--- src/hdl/i2cm_pkg.sv ---
// Shared types and constants for the I2C master bit engine.
// No dependencies; imported by every module of the engine.
`default_nettype none

package i2cm_pkg;

   // Command codes carried on the request side
   typedef enum logic [2:0] {
      CMD_TICK   = 3'd0,
      CMD_START  = 3'd1,
      CMD_RSTART = 3'd2,
      CMD_STOP   = 3'd3,
      CMD_WRITE  = 3'd4,
      CMD_READ   = 3'd5
   } cmd_type;

   localparam int unsigned BITS_PER_BYTE = 8;
   localparam int unsigned PHASE_W       = 5;
   localparam logic [7:0]  MSB_MASK      = 8'h80;

   // Phase index of the first half period after the data bits
   localparam logic [PHASE_W-1:0] DATA_END  = PHASE_W'(2 * BITS_PER_BYTE);
   // Phase whose end samples the slave ACK on a write
   localparam logic [PHASE_W-1:0] ACK_PHASE = PHASE_W'(2 * BITS_PER_BYTE + 1);

   // Request beat layout
   localparam int unsigned REQ_DATA_W = 16;
   localparam int unsigned REQ_USER_W = 3;
   localparam int unsigned RSP_DATA_W = 16;

   // Classified item held in the queue between front and back
   typedef struct packed {
      cmd_type    cmd;
      logic [7:0] tx_byte;
      logic       send_ack;
      logic       sda_in;
   } queue_item_type;

   // Result beat, packed so that scl_release is bit 0
   typedef struct packed {
      logic [1:0] pad;
      logic       rejected;
      logic       busy_res;
      logic       ack_level;
      logic [7:0] rx_byte;
      logic       done_res;
      logic       sda_release;
      logic       scl_release;
   } result_type;

   // Pin levels for one half period
   typedef struct packed {
      logic scl;
      logic sda;
   } pins_type;

endpackage

`default_nettype wire

--- src/hdl/i2cm_front.sv ---
// Front end: takes request beats, decodes the command and builds queue items.
// Depends on i2cm_pkg.
`default_nettype none

module i2cm_front (
   input  wire logic                             queue_full,
   input  wire logic                             req_tvalid,
   output logic                                  req_tready,
   input  wire logic [i2cm_pkg::REQ_DATA_W-1:0]  req_tdata,
   input  wire logic [i2cm_pkg::REQ_USER_W-1:0]  req_tuser,
   output logic                                  push_valid,
   output i2cm_pkg::queue_item_type              push_item
);
   import i2cm_pkg::*;

   cmd_type cmd_dec;

   // Fold unknown codes into a plain tick
   always_comb begin
      unique case (req_tuser)
         CMD_START, CMD_RSTART, CMD_STOP, CMD_WRITE, CMD_READ: begin
            cmd_dec = cmd_type'(req_tuser);
         end
         default: begin
            cmd_dec = CMD_TICK;
         end
      endcase
   end

   // Accept whenever the queue has room
   assign req_tready = ~queue_full;
   assign push_valid = req_tvalid & ~queue_full;

   assign push_item.cmd      = cmd_dec;
   assign push_item.tx_byte  = req_tdata[7:0];
   assign push_item.send_ack = req_tdata[8];
   assign push_item.sda_in   = req_tdata[9];

   // Upper request bits are padding and are not used
   logic unused_pad;
   assign unused_pad = ^req_tdata[REQ_DATA_W-1:10];

endmodule

`default_nettype wire

--- src/hdl/i2cm_queue.sv ---
// Short FIFO that decouples the decode front from the bit sequencer.
// Depends on i2cm_pkg for the item type.
`default_nettype none

module i2cm_queue #(
   parameter int unsigned DEPTH = 4
) (
   input  wire logic                      clock,
   input  wire logic                      reset,
   input  wire logic                      push_valid,
   input  wire i2cm_pkg::queue_item_type  push_item,
   output logic                           full,
   output logic                           pop_valid,
   input  wire logic                      pop_ready,
   output i2cm_pkg::queue_item_type       pop_item
);
   import i2cm_pkg::*;

   localparam int unsigned PTR_W = (DEPTH > 1) ? $clog2(DEPTH) : 1;
   localparam int unsigned CNT_W = $clog2(DEPTH + 1);
   localparam logic [PTR_W-1:0] LAST_PTR = PTR_W'(DEPTH - 1);
   localparam logic [CNT_W-1:0] FULL_CNT = CNT_W'(DEPTH);

   queue_item_type   mem_ff [DEPTH];
   logic [PTR_W-1:0] wr_ptr_ff, wr_ptr_in;
   logic [PTR_W-1:0] rd_ptr_ff, rd_ptr_in;
   logic [CNT_W-1:0] count_ff, count_in;
   logic             do_push, do_pop;

   assign full      = (count_ff == FULL_CNT);
   assign pop_valid = (count_ff != '0);
   assign pop_item  = mem_ff[rd_ptr_ff];
   assign do_push   = push_valid & ~full;
   assign do_pop    = pop_valid & pop_ready;

   // Advance pointers and occupancy
   always_comb begin
      wr_ptr_in = wr_ptr_ff;
      rd_ptr_in = rd_ptr_ff;
      count_in  = count_ff;
      if (do_push) begin
         wr_ptr_in = (wr_ptr_ff == LAST_PTR) ? '0 : wr_ptr_ff + 1'b1;
      end
      if (do_pop) begin
         rd_ptr_in = (rd_ptr_ff == LAST_PTR) ? '0 : rd_ptr_ff + 1'b1;
      end
      if (do_push && !do_pop) begin
         count_in = count_ff + 1'b1;
      end else if (do_pop && !do_push) begin
         count_in = count_ff - 1'b1;
      end
   end

   always_ff @(posedge clock) begin
      if (reset) begin
         wr_ptr_ff <= '0;
         rd_ptr_ff <= '0;
         count_ff  <= '0;
      end else begin
         wr_ptr_ff <= wr_ptr_in;
         rd_ptr_ff <= rd_ptr_in;
         count_ff  <= count_in;
      end
   end

   // Storage, no reset needed
   always_ff @(posedge clock) begin
      if (do_push) begin
         mem_ff[wr_ptr_ff] <= push_item;
      end
   end

endmodule

`default_nettype wire

--- src/hdl/i2cm_back.sv ---
// Back end: runs the start/stop/byte half-period sequences and registers results.
// Depends on i2cm_pkg.
`default_nettype none

module i2cm_back (
   input  wire logic                             clock,
   input  wire logic                             reset,
   input  wire logic                             q_valid,
   output logic                                  q_pop,
   input  wire i2cm_pkg::queue_item_type         q_item,
   output logic                                  rsp_tvalid,
   input  wire logic                             rsp_tready,
   output logic [i2cm_pkg::RSP_DATA_W-1:0]       rsp_tdata
);
   import i2cm_pkg::*;

   // Number of half periods in each sequence
   function automatic logic [PHASE_W-1:0] seq_len(input cmd_type cmd);
      logic [PHASE_W-1:0] n;
      unique case (cmd)
         CMD_START:  n = PHASE_W'(4);
         CMD_RSTART: n = PHASE_W'(8);
         CMD_STOP:   n = PHASE_W'(3);
         CMD_WRITE:  n = PHASE_W'(2 * BITS_PER_BYTE + 2);
         CMD_READ:   n = PHASE_W'(2 * BITS_PER_BYTE + 3);
         default:    n = '0;
      endcase
      return n;
   endfunction

   // Pin levels held during phase p of a sequence
   function automatic pins_type enter_phase(input cmd_type cmd,
                                            input logic [PHASE_W-1:0] p,
                                            input pins_type cur,
                                            input logic data_bit,
                                            input logic ack_sel);
      pins_type o;
      logic     low_or_keep;
      logic     a;
      low_or_keep = (p == '0) ? cur.scl : 1'b0;
      a           = ~ack_sel;
      o           = cur;
      unique case (cmd)
         CMD_START: begin
            if (p == PHASE_W'(0))      o = '{cur.scl, 1'b1};
            else if (p == PHASE_W'(1)) o = '{1'b1, 1'b1};
            else if (p == PHASE_W'(2)) o = '{1'b1, 1'b0};
            else                       o = '{1'b0, 1'b0};
         end
         CMD_RSTART: begin
            if (p <= PHASE_W'(1))      o = '{cur.scl, 1'b0};
            else if (p == PHASE_W'(2)) o = '{1'b1, 1'b0};
            else if (p <= PHASE_W'(5)) o = '{1'b1, 1'b1};
            else if (p == PHASE_W'(6)) o = '{1'b1, 1'b0};
            else                       o = '{1'b0, 1'b0};
         end
         CMD_STOP: begin
            if (p == PHASE_W'(0))      o = '{cur.scl, 1'b0};
            else if (p == PHASE_W'(1)) o = '{1'b1, 1'b0};
            else                       o = '{1'b1, 1'b1};
         end
         CMD_WRITE: begin
            if (p < DATA_END)          o = '{p[0] ? 1'b1 : low_or_keep, data_bit};
            else if (p == DATA_END)    o = '{1'b0, 1'b1};
            else                       o = '{1'b1, 1'b1};
         end
         CMD_READ: begin
            if (p < DATA_END)          o = '{p[0] ? 1'b1 : low_or_keep, 1'b1};
            else if (p == DATA_END)    o = '{1'b0, a};
            else if (p == ACK_PHASE)   o = '{1'b1, a};
            else                       o = '{1'b0, 1'b1};
         end
         default: begin
            o = cur;
         end
      endcase
      return o;
   endfunction

   // Engine state
   cmd_type            act_ff, act_in;
   logic [PHASE_W-1:0] phase_ff, phase_in;
   logic [7:0]         shift_ff, shift_in;
   logic               ackc_ff, ackc_in;
   pins_type           pins_ff, pins_in;
   logic               acks_ff, acks_in;

   // Result register
   logic               rsp_valid_ff, rsp_valid_in;
   result_type         rsp_ff, rsp_in;

   logic               busy;
   logic [PHASE_W-1:0] p_next;
   logic               done, rej;
   logic [7:0]         rx;
   logic [7:0]         shift_new;

   assign busy  = (act_ff != CMD_TICK);
   assign q_pop = q_valid & (~rsp_valid_ff | rsp_tready);

   // Step the sequencer for one popped item
   always_comb begin
      act_in    = act_ff;
      phase_in  = phase_ff;
      shift_in  = shift_ff;
      ackc_in   = ackc_ff;
      pins_in   = pins_ff;
      acks_in   = acks_ff;
      done      = 1'b0;
      rej       = 1'b0;
      rx        = '0;
      shift_new = '0;
      p_next    = phase_ff + 1'b1;
      if (q_item.cmd != CMD_TICK) begin
         if (busy) begin
            rej = 1'b1;
         end else begin
            shift_new = (q_item.cmd == CMD_WRITE) ? q_item.tx_byte : 8'h00;
            act_in    = q_item.cmd;
            phase_in  = '0;
            shift_in  = shift_new;
            ackc_in   = (q_item.cmd == CMD_READ) ? q_item.send_ack : 1'b0;
            pins_in   = enter_phase(q_item.cmd, '0, pins_ff,
                                    |(shift_new & MSB_MASK), ackc_in);
         end
      end else if (busy) begin
         shift_new = shift_ff;
         if (act_ff == CMD_WRITE) begin
            if (phase_ff < DATA_END && phase_ff[0]) begin
               shift_new = {shift_ff[6:0], 1'b0};
            end else if (phase_ff == ACK_PHASE) begin
               acks_in = q_item.sda_in;
            end
         end else if (act_ff == CMD_READ) begin
            if (phase_ff < DATA_END && phase_ff[0]) begin
               shift_new = {shift_ff[6:0], q_item.sda_in};
            end
         end
         shift_in = shift_new;
         if (p_next >= seq_len(act_ff)) begin
            done     = 1'b1;
            rx       = (act_ff == CMD_READ) ? shift_new : 8'h00;
            act_in   = CMD_TICK;
            phase_in = '0;
            case (act_ff)
               CMD_STOP:               pins_in = '{1'b1, 1'b1};
               CMD_WRITE, CMD_READ:    pins_in = '{1'b0, 1'b1};
               default:                pins_in = '{1'b0, 1'b0};
            endcase
         end else begin
            phase_in = p_next;
            pins_in  = enter_phase(act_ff, p_next, pins_ff,
                                   |(shift_new & MSB_MASK), ackc_ff);
         end
      end
   end

   // Build the result beat
   always_comb begin
      rsp_in.pad         = '0;
      rsp_in.rejected    = rej;
      rsp_in.busy_res    = (act_in != CMD_TICK);
      rsp_in.ack_level   = acks_in;
      rsp_in.rx_byte     = rx;
      rsp_in.done_res    = done;
      rsp_in.sda_release = pins_in.sda;
      rsp_in.scl_release = pins_in.scl;
      if (q_pop) begin
         rsp_valid_in = 1'b1;
      end else if (rsp_tready) begin
         rsp_valid_in = 1'b0;
      end else begin
         rsp_valid_in = rsp_valid_ff;
      end
   end

   always_ff @(posedge clock) begin
      if (reset) begin
         act_ff       <= CMD_TICK;
         phase_ff     <= '0;
         shift_ff     <= '0;
         ackc_ff      <= 1'b0;
         pins_ff      <= '{1'b1, 1'b1};
         acks_ff      <= 1'b1;
         rsp_valid_ff <= 1'b0;
      end else begin
         rsp_valid_ff <= rsp_valid_in;
         if (q_pop) begin
            act_ff   <= act_in;
            phase_ff <= phase_in;
            shift_ff <= shift_in;
            ackc_ff  <= ackc_in;
            pins_ff  <= pins_in;
            acks_ff  <= acks_in;
         end
      end
   end

   // Result payload, no reset needed
   always_ff @(posedge clock) begin
      if (q_pop) begin
         rsp_ff <= rsp_in;
      end
   end

   assign rsp_tvalid = rsp_valid_ff;
   assign rsp_tdata  = RSP_DATA_W'(rsp_ff);

`ifndef NO_ASSERTIONS
   // A finished command leaves the engine idle
   a_done_idle: assert property (@(posedge clock) disable iff (reset)
      rsp_valid_ff && rsp_ff.done_res |-> !rsp_ff.busy_res && !busy)
      else $error("done reported while engine still busy");

   // A rejected command leaves the engine busy and never reports done
   a_rej_busy: assert property (@(posedge clock) disable iff (reset)
      rsp_valid_ff && rsp_ff.rejected |-> rsp_ff.busy_res && !rsp_ff.done_res)
      else $error("rejected beat with inconsistent busy or done");

   // Idle engine keeps the phase counter cleared
   a_idle_phase: assert property (@(posedge clock) disable iff (reset)
      !busy |-> phase_ff == '0)
      else $error("phase count nonzero while idle");

   // State only moves when an item is popped
   a_hold_state: assert property (@(posedge clock) disable iff (reset)
      !q_pop |=> $stable(phase_ff) && $stable(shift_ff) && $stable(pins_ff))
      else $error("engine state changed without a popped item");
`endif

endmodule

`default_nettype wire

--- src/hdl/i2c_master_bit_engine.sv ---
// Top level of the I2C master bit engine: decode front, item queue, bit sequencer.
// Depends on i2cm_pkg, i2cm_front, i2cm_queue and i2cm_back.
//
//   channel  dir  handshake            payload
//   req_     in   req_tvalid/tready    tuser: command; tdata: tx_byte, send_ack, sda_in
//   rsp_     out  rsp_tvalid/tready    tdata: scl/sda release, done, rx_byte, ack, busy, rej
//
// One request beat is accepted per clock while the queue has room; each one yields
// exactly one response beat. An accepted beat is written into the queue; once popped,
// it steps the sequencer and its result is registered in the response register.
// The queue holds up to QUEUE_DEPTH beats while the response side stalls; ready drops
// only when it is full. Reset is synchronous and leaves both pins released, idle.
`default_nettype none

module i2c_master_bit_engine #(
   parameter int unsigned QUEUE_DEPTH = 4
) (
   input  wire logic                              clock,
   input  wire logic                              reset,
   input  wire logic                              req_tvalid,
   output logic                                   req_tready,
   // [7:0] tx_byte, [8] send_ack, [9] sda_in, [15:10] zero
   input  wire logic [i2cm_pkg::REQ_DATA_W-1:0]   req_tdata,
   // [2:0] command
   input  wire logic [i2cm_pkg::REQ_USER_W-1:0]   req_tuser,
   output logic                                   rsp_tvalid,
   input  wire logic                              rsp_tready,
   // [0] scl_release, [1] sda_release, [2] done_res, [10:3] rx_byte,
   // [11] ack_level, [12] busy_res, [13] rejected, [15:14] zero
   output logic [i2cm_pkg::RSP_DATA_W-1:0]        rsp_tdata
);
   import i2cm_pkg::*;

   logic           queue_full;
   logic           push_valid;
   queue_item_type push_item;
   logic           pop_valid;
   logic           pop_ready;
   queue_item_type pop_item;

   i2cm_front u_front (
      .queue_full (queue_full),
      .req_tvalid (req_tvalid),
      .req_tready (req_tready),
      .req_tdata  (req_tdata),
      .req_tuser  (req_tuser),
      .push_valid (push_valid),
      .push_item  (push_item)
   );

   i2cm_queue #(
      .DEPTH (QUEUE_DEPTH)
   ) u_queue (
      .clock      (clock),
      .reset      (reset),
      .push_valid (push_valid),
      .push_item  (push_item),
      .full       (queue_full),
      .pop_valid  (pop_valid),
      .pop_ready  (pop_ready),
      .pop_item   (pop_item)
   );

   i2cm_back u_back (
      .clock      (clock),
      .reset      (reset),
      .q_valid    (pop_valid),
      .q_pop      (pop_ready),
      .q_item     (pop_item),
      .rsp_tvalid (rsp_tvalid),
      .rsp_tready (rsp_tready),
      .rsp_tdata  (rsp_tdata)
   );

endmodule

`default_nettype wire

--- config.mk ---
export PLATFORM = sky130hd
export DESIGN_NAME = i2c_master_bit_engine
export DESIGN_NICKNAME = d
export VERILOG_FILES = /design/src/hdl/i2cm_pkg.sv /design/src/hdl/i2cm_front.sv /design/src/hdl/i2cm_queue.sv /design/src/hdl/i2cm_back.sv /design/src/hdl/i2c_master_bit_engine.sv
export SDC_FILE = /design/constraint.sdc
export NUM_CORES = 1
export LEC_CHECK = 0
export BUFFER_PORTS_ARGS = -buffer_cell sky130_fd_sc_hd__buf_4
export CORE_ASPECT_RATIO = 0.5
export CORE_MARGIN = 5
export CORE_UTILIZATION = 40
export CTS_BUF_LIST = sky130_fd_sc_hd__clkbuf_16
export DETAILED_ROUTE_END_ITERATION = 10
export PLACE_DENSITY_LB_ADDON = 0.05
export SYNTH_ARGS = -nofsm -noshare
export SYNTH_HDL_FRONTEND = slang
export SYNTH_SLANG_ARGS = --single-unit
--- constraint.sdc ---
create_clock -name clock -period 9.46 [get_ports clock]
set_input_delay 0.946 -clock clock [delete_from_list [all_inputs] [get_ports clock]]
set_output_delay 0.946 -clock clock [all_outputs]
set_load 0.005 [all_outputs]
Word-level counts from Yosys, hierarchy flattened

Memories as Yosys holds them, arrays and structs flattened. A register that Yosys moved wholly into a read port is not among the register bits.
Index checks and enable logic that the tools add are counted.
Widths: inputs -> output; s select.

Output and inout port bits: 18
Input bits: 23
Logic and storage cells: 147
Flip-flop bits (word level): 42
Memory bits (writable): 52
Memories kept: 1

Memory list:

| memory         | words | width | read ports | clocked after Yosys merged registers in | write ports | line             | RTL |
|---|---|---|---|---|---|---|---|
| u_queue.mem_ff | 4     | 13    | 1          | 1                                       | 1           | i2cm_queue.sv:24 | `queue_item_type mem_ff [DEPTH];` |

Muxes and demuxes: 61
Reduce and logical (&&, ||, !) cells: 21
Magnitude comparators: 5
Equal/unequal tests: 25
Add/subtract/negate cells: 5
Bitwise operators: 11

Operator list:

| cell                | number |
|---|---|
| $mux 8              | 8 |
| $mux 2              | 20 |
| $mux 5              | 6 |
| $pmux 5 s5          | 1 |
| $eq 3x3->1 const B  | 7 |
| $mux 3              | 7 |
| $eq 3x2->1 const B  | 6 |
| $mux 1              | 16 |
| $eq 5x5->1 const B  | 3 |
| $reduce_bool 3->1   | 4 |
| $lt 5x5->1 const B  | 2 |
| $pmux 2 s5          | 1 |
| $eq 3x1->1 const B  | 3 |
| $reduce_or 2->1     | 4 |
| $not 1->1           | 6 |
| $reduce_and 3->1    | 2 |
| $reduce_bool 2->1   | 3 |
| $add 5x1->5 const B | 1 |
| $eq 5x1->1 const B  | 1 |
| $eq 5x2->1 const B  | 1 |
| $eq 5x3->1 const B  | 1 |
| $ge 5x5->1          | 1 |
| $le 5x1->1 const B  | 1 |
| $le 5x3->1 const B  | 1 |
| 14 further kinds    | 22 |

Depth between registers and ports, before layout

Depth in word-level cells: 10
Depth in mapped cells: 13
Mapped depth without buffers: 12

Hierarchy

A second synthesis with hierarchy kept.

Cell total of the unflattened synthesis: 395
Area, all modules: 4687.0 um^2

By module, submodules not included:

| module     | seq. area each (um^2) | cells an instance | area each (um^2) | instances |
|---|---|---|---|---|
| i2cm_queue | 1741.7                | 117               | 2363.5           | 1 |
| i2cm_back  | 840.8                 | 263               | 2215.9           | 1 |
| i2cm_front | 0.0                   | 15                | 107.6            | 1 |

Least setup slack after synthesis

No wires, ideal clock.

Path kind: register -> register
From: register u_back.act_ff[1]
To: register u_back.rsp_ff, in the netlist u_back.rsp_tdata[3], data pin
Data required time: 9.198 ns
Setup time: 0.262 ns
Period minus slack after synthesis: 3.011 ns
Stages on the path, launching flop included: 14
Path buffers: 1
Data arrival time: 2.749 ns
Slack: 6.449 ns
Cell sequence: dfxtp_1 > clkbuf_1 > inv_2 > ha_1 > nand2b_1 > a21oi_1 > ha_1 > nand2b_1 > a2111o_1 > a21oi_1 > o21ai_2 > and2_1 > nand3_1 > nor2_1

Longest elaborated chain between the ends: 7
Elaborated cells on any way between the ends: 16
Those cells by class: order compare (1); eq/ne (5); mux (5); bitwise (3); reduce/logical (2)

RTL lines:

| what                               | line                                                | RTL |
|---|---|---|
| start: declaration                 | i2cm_back.sv:81                                     | `cmd_type act_ff, act_in;` |
| start signal: assignment           | i2cm_back.sv:189                                    | `act_ff <= act_in;` |
| $eq 3x3->1 (tied with other cells) | i2cm_back.sv:20, i2cm_back.sv:134, i2cm_back.sv:142 |  |
| $pmux 5 s5                         | i2cm_back.sv:20                                     | `unique case (cmd)` |
| $mux 5                             | i2cm_back.sv:126                                    | `end else if (busy) begin` |
| $mux 5                             | i2cm_back.sv:114                                    | `if (q_item.cmd != CMD_TICK) begin` |
| $ge 5x5->1                         | i2cm_back.sv:140                                    | `if (p_next >= seq_len(act_ff)) begin` |
| $not 1->1 (no line)                | --                                                  |  |
| $reduce_or 4->1 (no line)          | --                                                  |  |
| end signal: assignment             | i2cm_back.sv:202                                    | `rsp_ff <= rsp_in;` |
| end: declaration                   | i2cm_back.sv:90                                     | `result_type rsp_ff, rsp_in;` |

Several ways; a longest one is shown, not always the timed one. The select of a mux whose other input is x is not followed.
A chain may end at the register's enable or synchronous reset.

==> results_dict.tcl <==
set metrics [dict create \
    worst_slew_pin_slew_ns 0.917 \
    critPathKind "reg -> reg" \
    ys_top_cells_by_area "edfxtp_1 44%, dfxtp_1 13%, mux4_2 6.5%" \
    yosysUniqueCellTypes 61 \
    vias_per_cell 5.44 \
    dp_hpwl_um 6500 \
    synth_cells 373 \
    gp_congestion 0.951 \
    combinationalPowerShare_pct 34.9 \
    end_kind "flip-flop" \
    drt_iter0_markers 252 \
    drt_first_pass_iters 5 \
    finalSetupViolCount 0 \
    p_switching_uw 562 \
    cp.arrival_ns 4.01 \
    synthArstFlopShare_pct 0 \
    numCtsBuffers 9 \
    whs_endpoint "u_back.ackc_ff$_SDFFE_PP0P_" \
    rsz0062_at_grt "false" \
    grt_pass1_vias 2856 \
    reg2reg_depth 9 \
    holdWs_ns 0.463 \
    fin_crit_sh_pct 39.7 \
    hold_path_depth 2 \
    hold_start "u_back.ackc_ff$_SDFFE_PP0P_" \
    hold_violations 0 \
    synth_top_area_share_pct 44.0 \
    synth_seq_cells 96 \
    tns_ns 0 \
    antenna_cells 0 \
    ys_warn_count 0 \
    wl_per_cell_um 17.5 \
    power_density_mw_per_mm2 298 \
    ctsLongestPathBuffers 2 \
    cts_tree "yes" \
    ant_nets 0 \
    synth_seq_area_share_pct 57.4 \
    synth_edf_count 66 \
    initial_core_util_pct 40.9 \
    nets 440 \
    nFillCells 976 \
    slew_violations 0 \
    drc 0 \
    grt_pass1_wl_um 15200 \
    final_common_cell "edfxtp_1" \
    drv_cap 0 \
    vias 2986 \
    syn_area_per_cell_sq_um 12.1 \
    p_sw_share_pct 36.5 \
    cts_resized 0 \
    ff2ff_setup_slack_ns 5.70 \
    synth_top_cell_by_area "edfxtp_1" \
    status "finished clean" \
    std_cell_rows 27 \
    holdBufCountCts 0 \
    crit_required_ns 9.71 \
    insertion_delay_ns 0.34 \
    clock-root-buffer "clkbuf_16" \
    fin_skew_ns 0.00881 \
    hold_path.class "reg -> reg" \
    syn_area_sq_mm 0.00450 \
    power_frac_clock_pct 25.1 \
    io_buffers 32 \
    r2r_end "u_back.phase_ff[2]$_SDFFE_PP0P_" \
    areaGrowthSynthToFinish_pct 14.7 \
    grt-ovfl-total 0 \
    crit_fanout 13 \
    p_int_uw 978 \
    irDropWorstVdd_mv 0.103 \
    period_needed_ns 3.76 \
    grt_max_degree 28 \
    die-area_sq_mm 0.0136 \
    cp-start-kind "flip-flop" \
    io_pins 41 \
    wl_um 9590 \
    fmax_mhz 266 \
    postCtsSetupBuffers 0 \
    layout-drive-gt1-share_pct 18.3 \
    layout_common_cells "66 x edfxtp_1, 37 x nor2_1, 36 x nand2_1, 32 x buf_4, 30 x dfxtp_1" \
    p_leak_uw 0.00183 \
    fp.dieW_um 160 \
    htree_levels 3 \
    antenna_found_initial 0 \
    clkTransAtPathRegs_ns 0.07 \
    max_slew_margin_pct 38.8 \
    numClockSinks 96 \
    synth_ff_type "edfxtp_1" \
    p_seq_share_pct 40.0 \
    die_y_um 85.0 \
    core_sq_mm 0.0110 \
    gr-usage-all-layers_pct 14.3 \
]
-- registers in the layout, indices dropped and copies added (netlist names), named ones only --
name / count
u_back.rsp_tdata: 14
u_back.pins_ff: 2
u_back.shift_ff: 8
u_back.phase_ff: 5
u_queue.mem_ff: 52
u_back.acks_ff: 1
u_queue.wr_ptr_ff: 2
u_queue.rd_ptr_ff: 2
u_back.act_ff: 3
u_back.ackc_ff: 1
u_back.rsp_tvalid: 1
u_queue.count_ff: 3
-- synthesized netlist by cell type (4+ instances only) --
master    instances
edfxtp_1         66
nor2_1           37
nand2_1          36
dfxtp_1          30
a21oi_1          28
ha_1             17
mux4_2           13
inv_1            11
nand3_1          11
clkbuf_1         10
a222oi_1          7
and3_1            6
nand2b_1          6
buf_2             5
mux2i_1           5
o31ai_1           5
a22oi_1           4
nor2b_1           4
nor3_1            4
o21ai_0           4
or3_1             4
xnor2_1           4
-- logic make-up after synthesis --
| logic type | after synthesis | share of synthesized area (%) |
|---|---|---|
| AND/OR/NAND/NOR | 124 | 13.6 |
| flip-flops | 96 | 57.4 |
| AO/OA/AOI/OAI | 75 | 11.3 |
| buffers and inverters | 33 | 3.25 |
| multiplexers | 19 | 7.87 |
| adder cells (fa/ha/maj) | 18 | 5.17 |
| XOR/XNOR | 7 | 1.36 |
| other | 1 | 0.0833 |
-- stage by stage --
step                utilization [%]  cell area [sq um]  setup WS (ns)  power (uW)  std cells
detailed placement             44.0               4840           5.63        1160        533
CTS                            46.9               5160           5.61        1550        549
finish                         46.9               5160           5.70        1540        549
global placement               44.0               4840           5.70        1150        533
global route                   46.9               5160           5.34        1630        549
floorplan                         -               4510           6.45         990        374
-- routing by layer --
| layer | vias to the layer above | global-route usage [%] | part of all wire (%) |
|---|---|---|---|
| met5 | - | 0 | 0 |
| li1 | 1445 | - | - |
| met3 | 8 | 4.32 | 5.9 |
| met4 | 0 | 3.98 | 0.89 |
| met1 | 1443 | 19.5 | 48 |
| met2 | 90 | 22.5 | 45 |
-- worst max-delay path: stages, from the launching register on --
cell and delay [ns]:
dfxtp_1 0.93, mux4_2 0.72, or3_1 0.59, inv_6 0.16, ha_1 0.24, nor2_1 0.35, nand2_2 0.15, nor2_4 0.18
a21oi_1 0.09, a311oi_1 0.26
-- worst max-delay path by stage --
stage / endpoint / depth (start not counted)
after detailed placement: u_back.shift_ff[5]$_SDFFE_PP0P_ / 8
after CTS: u_back.phase_ff[2]$_SDFFE_PP0P_ / 9
after global placement: u_back.shift_ff[4]$_SDFFE_PP0P_ / 8
after floorplan: u_back.rsp_tdata[3]$_SDFFCE_PP0P_ / 13
after global routing: u_back.phase_ff[2]$_SDFFE_PP0P_ / 9
final: u_back.phase_ff[2]$_SDFFE_PP0P_ / 9
-- cell type report --
type                    instances  area [sq um]  area share [%]
flip-flops and latches         96          2580            50.0
multi-input cells             245          1780            34.4
repair buffers                 32           240            4.65
clock buffers                   9           225            4.36
well taps                     145           181            3.51
clock inverters                 7          95.1            1.84
inverters                      15          61.3            1.19
-- power by group through the flow --
stage,registers [uW],logic [uW],clock network [uW]
after global routing,629,593,410
after global placement,623,524,0
after floorplan,586,403,0
final,615,537,387
after CTS,618,538,394
after detailed placement,627,535,0
(Power assumes the default switching activity.)
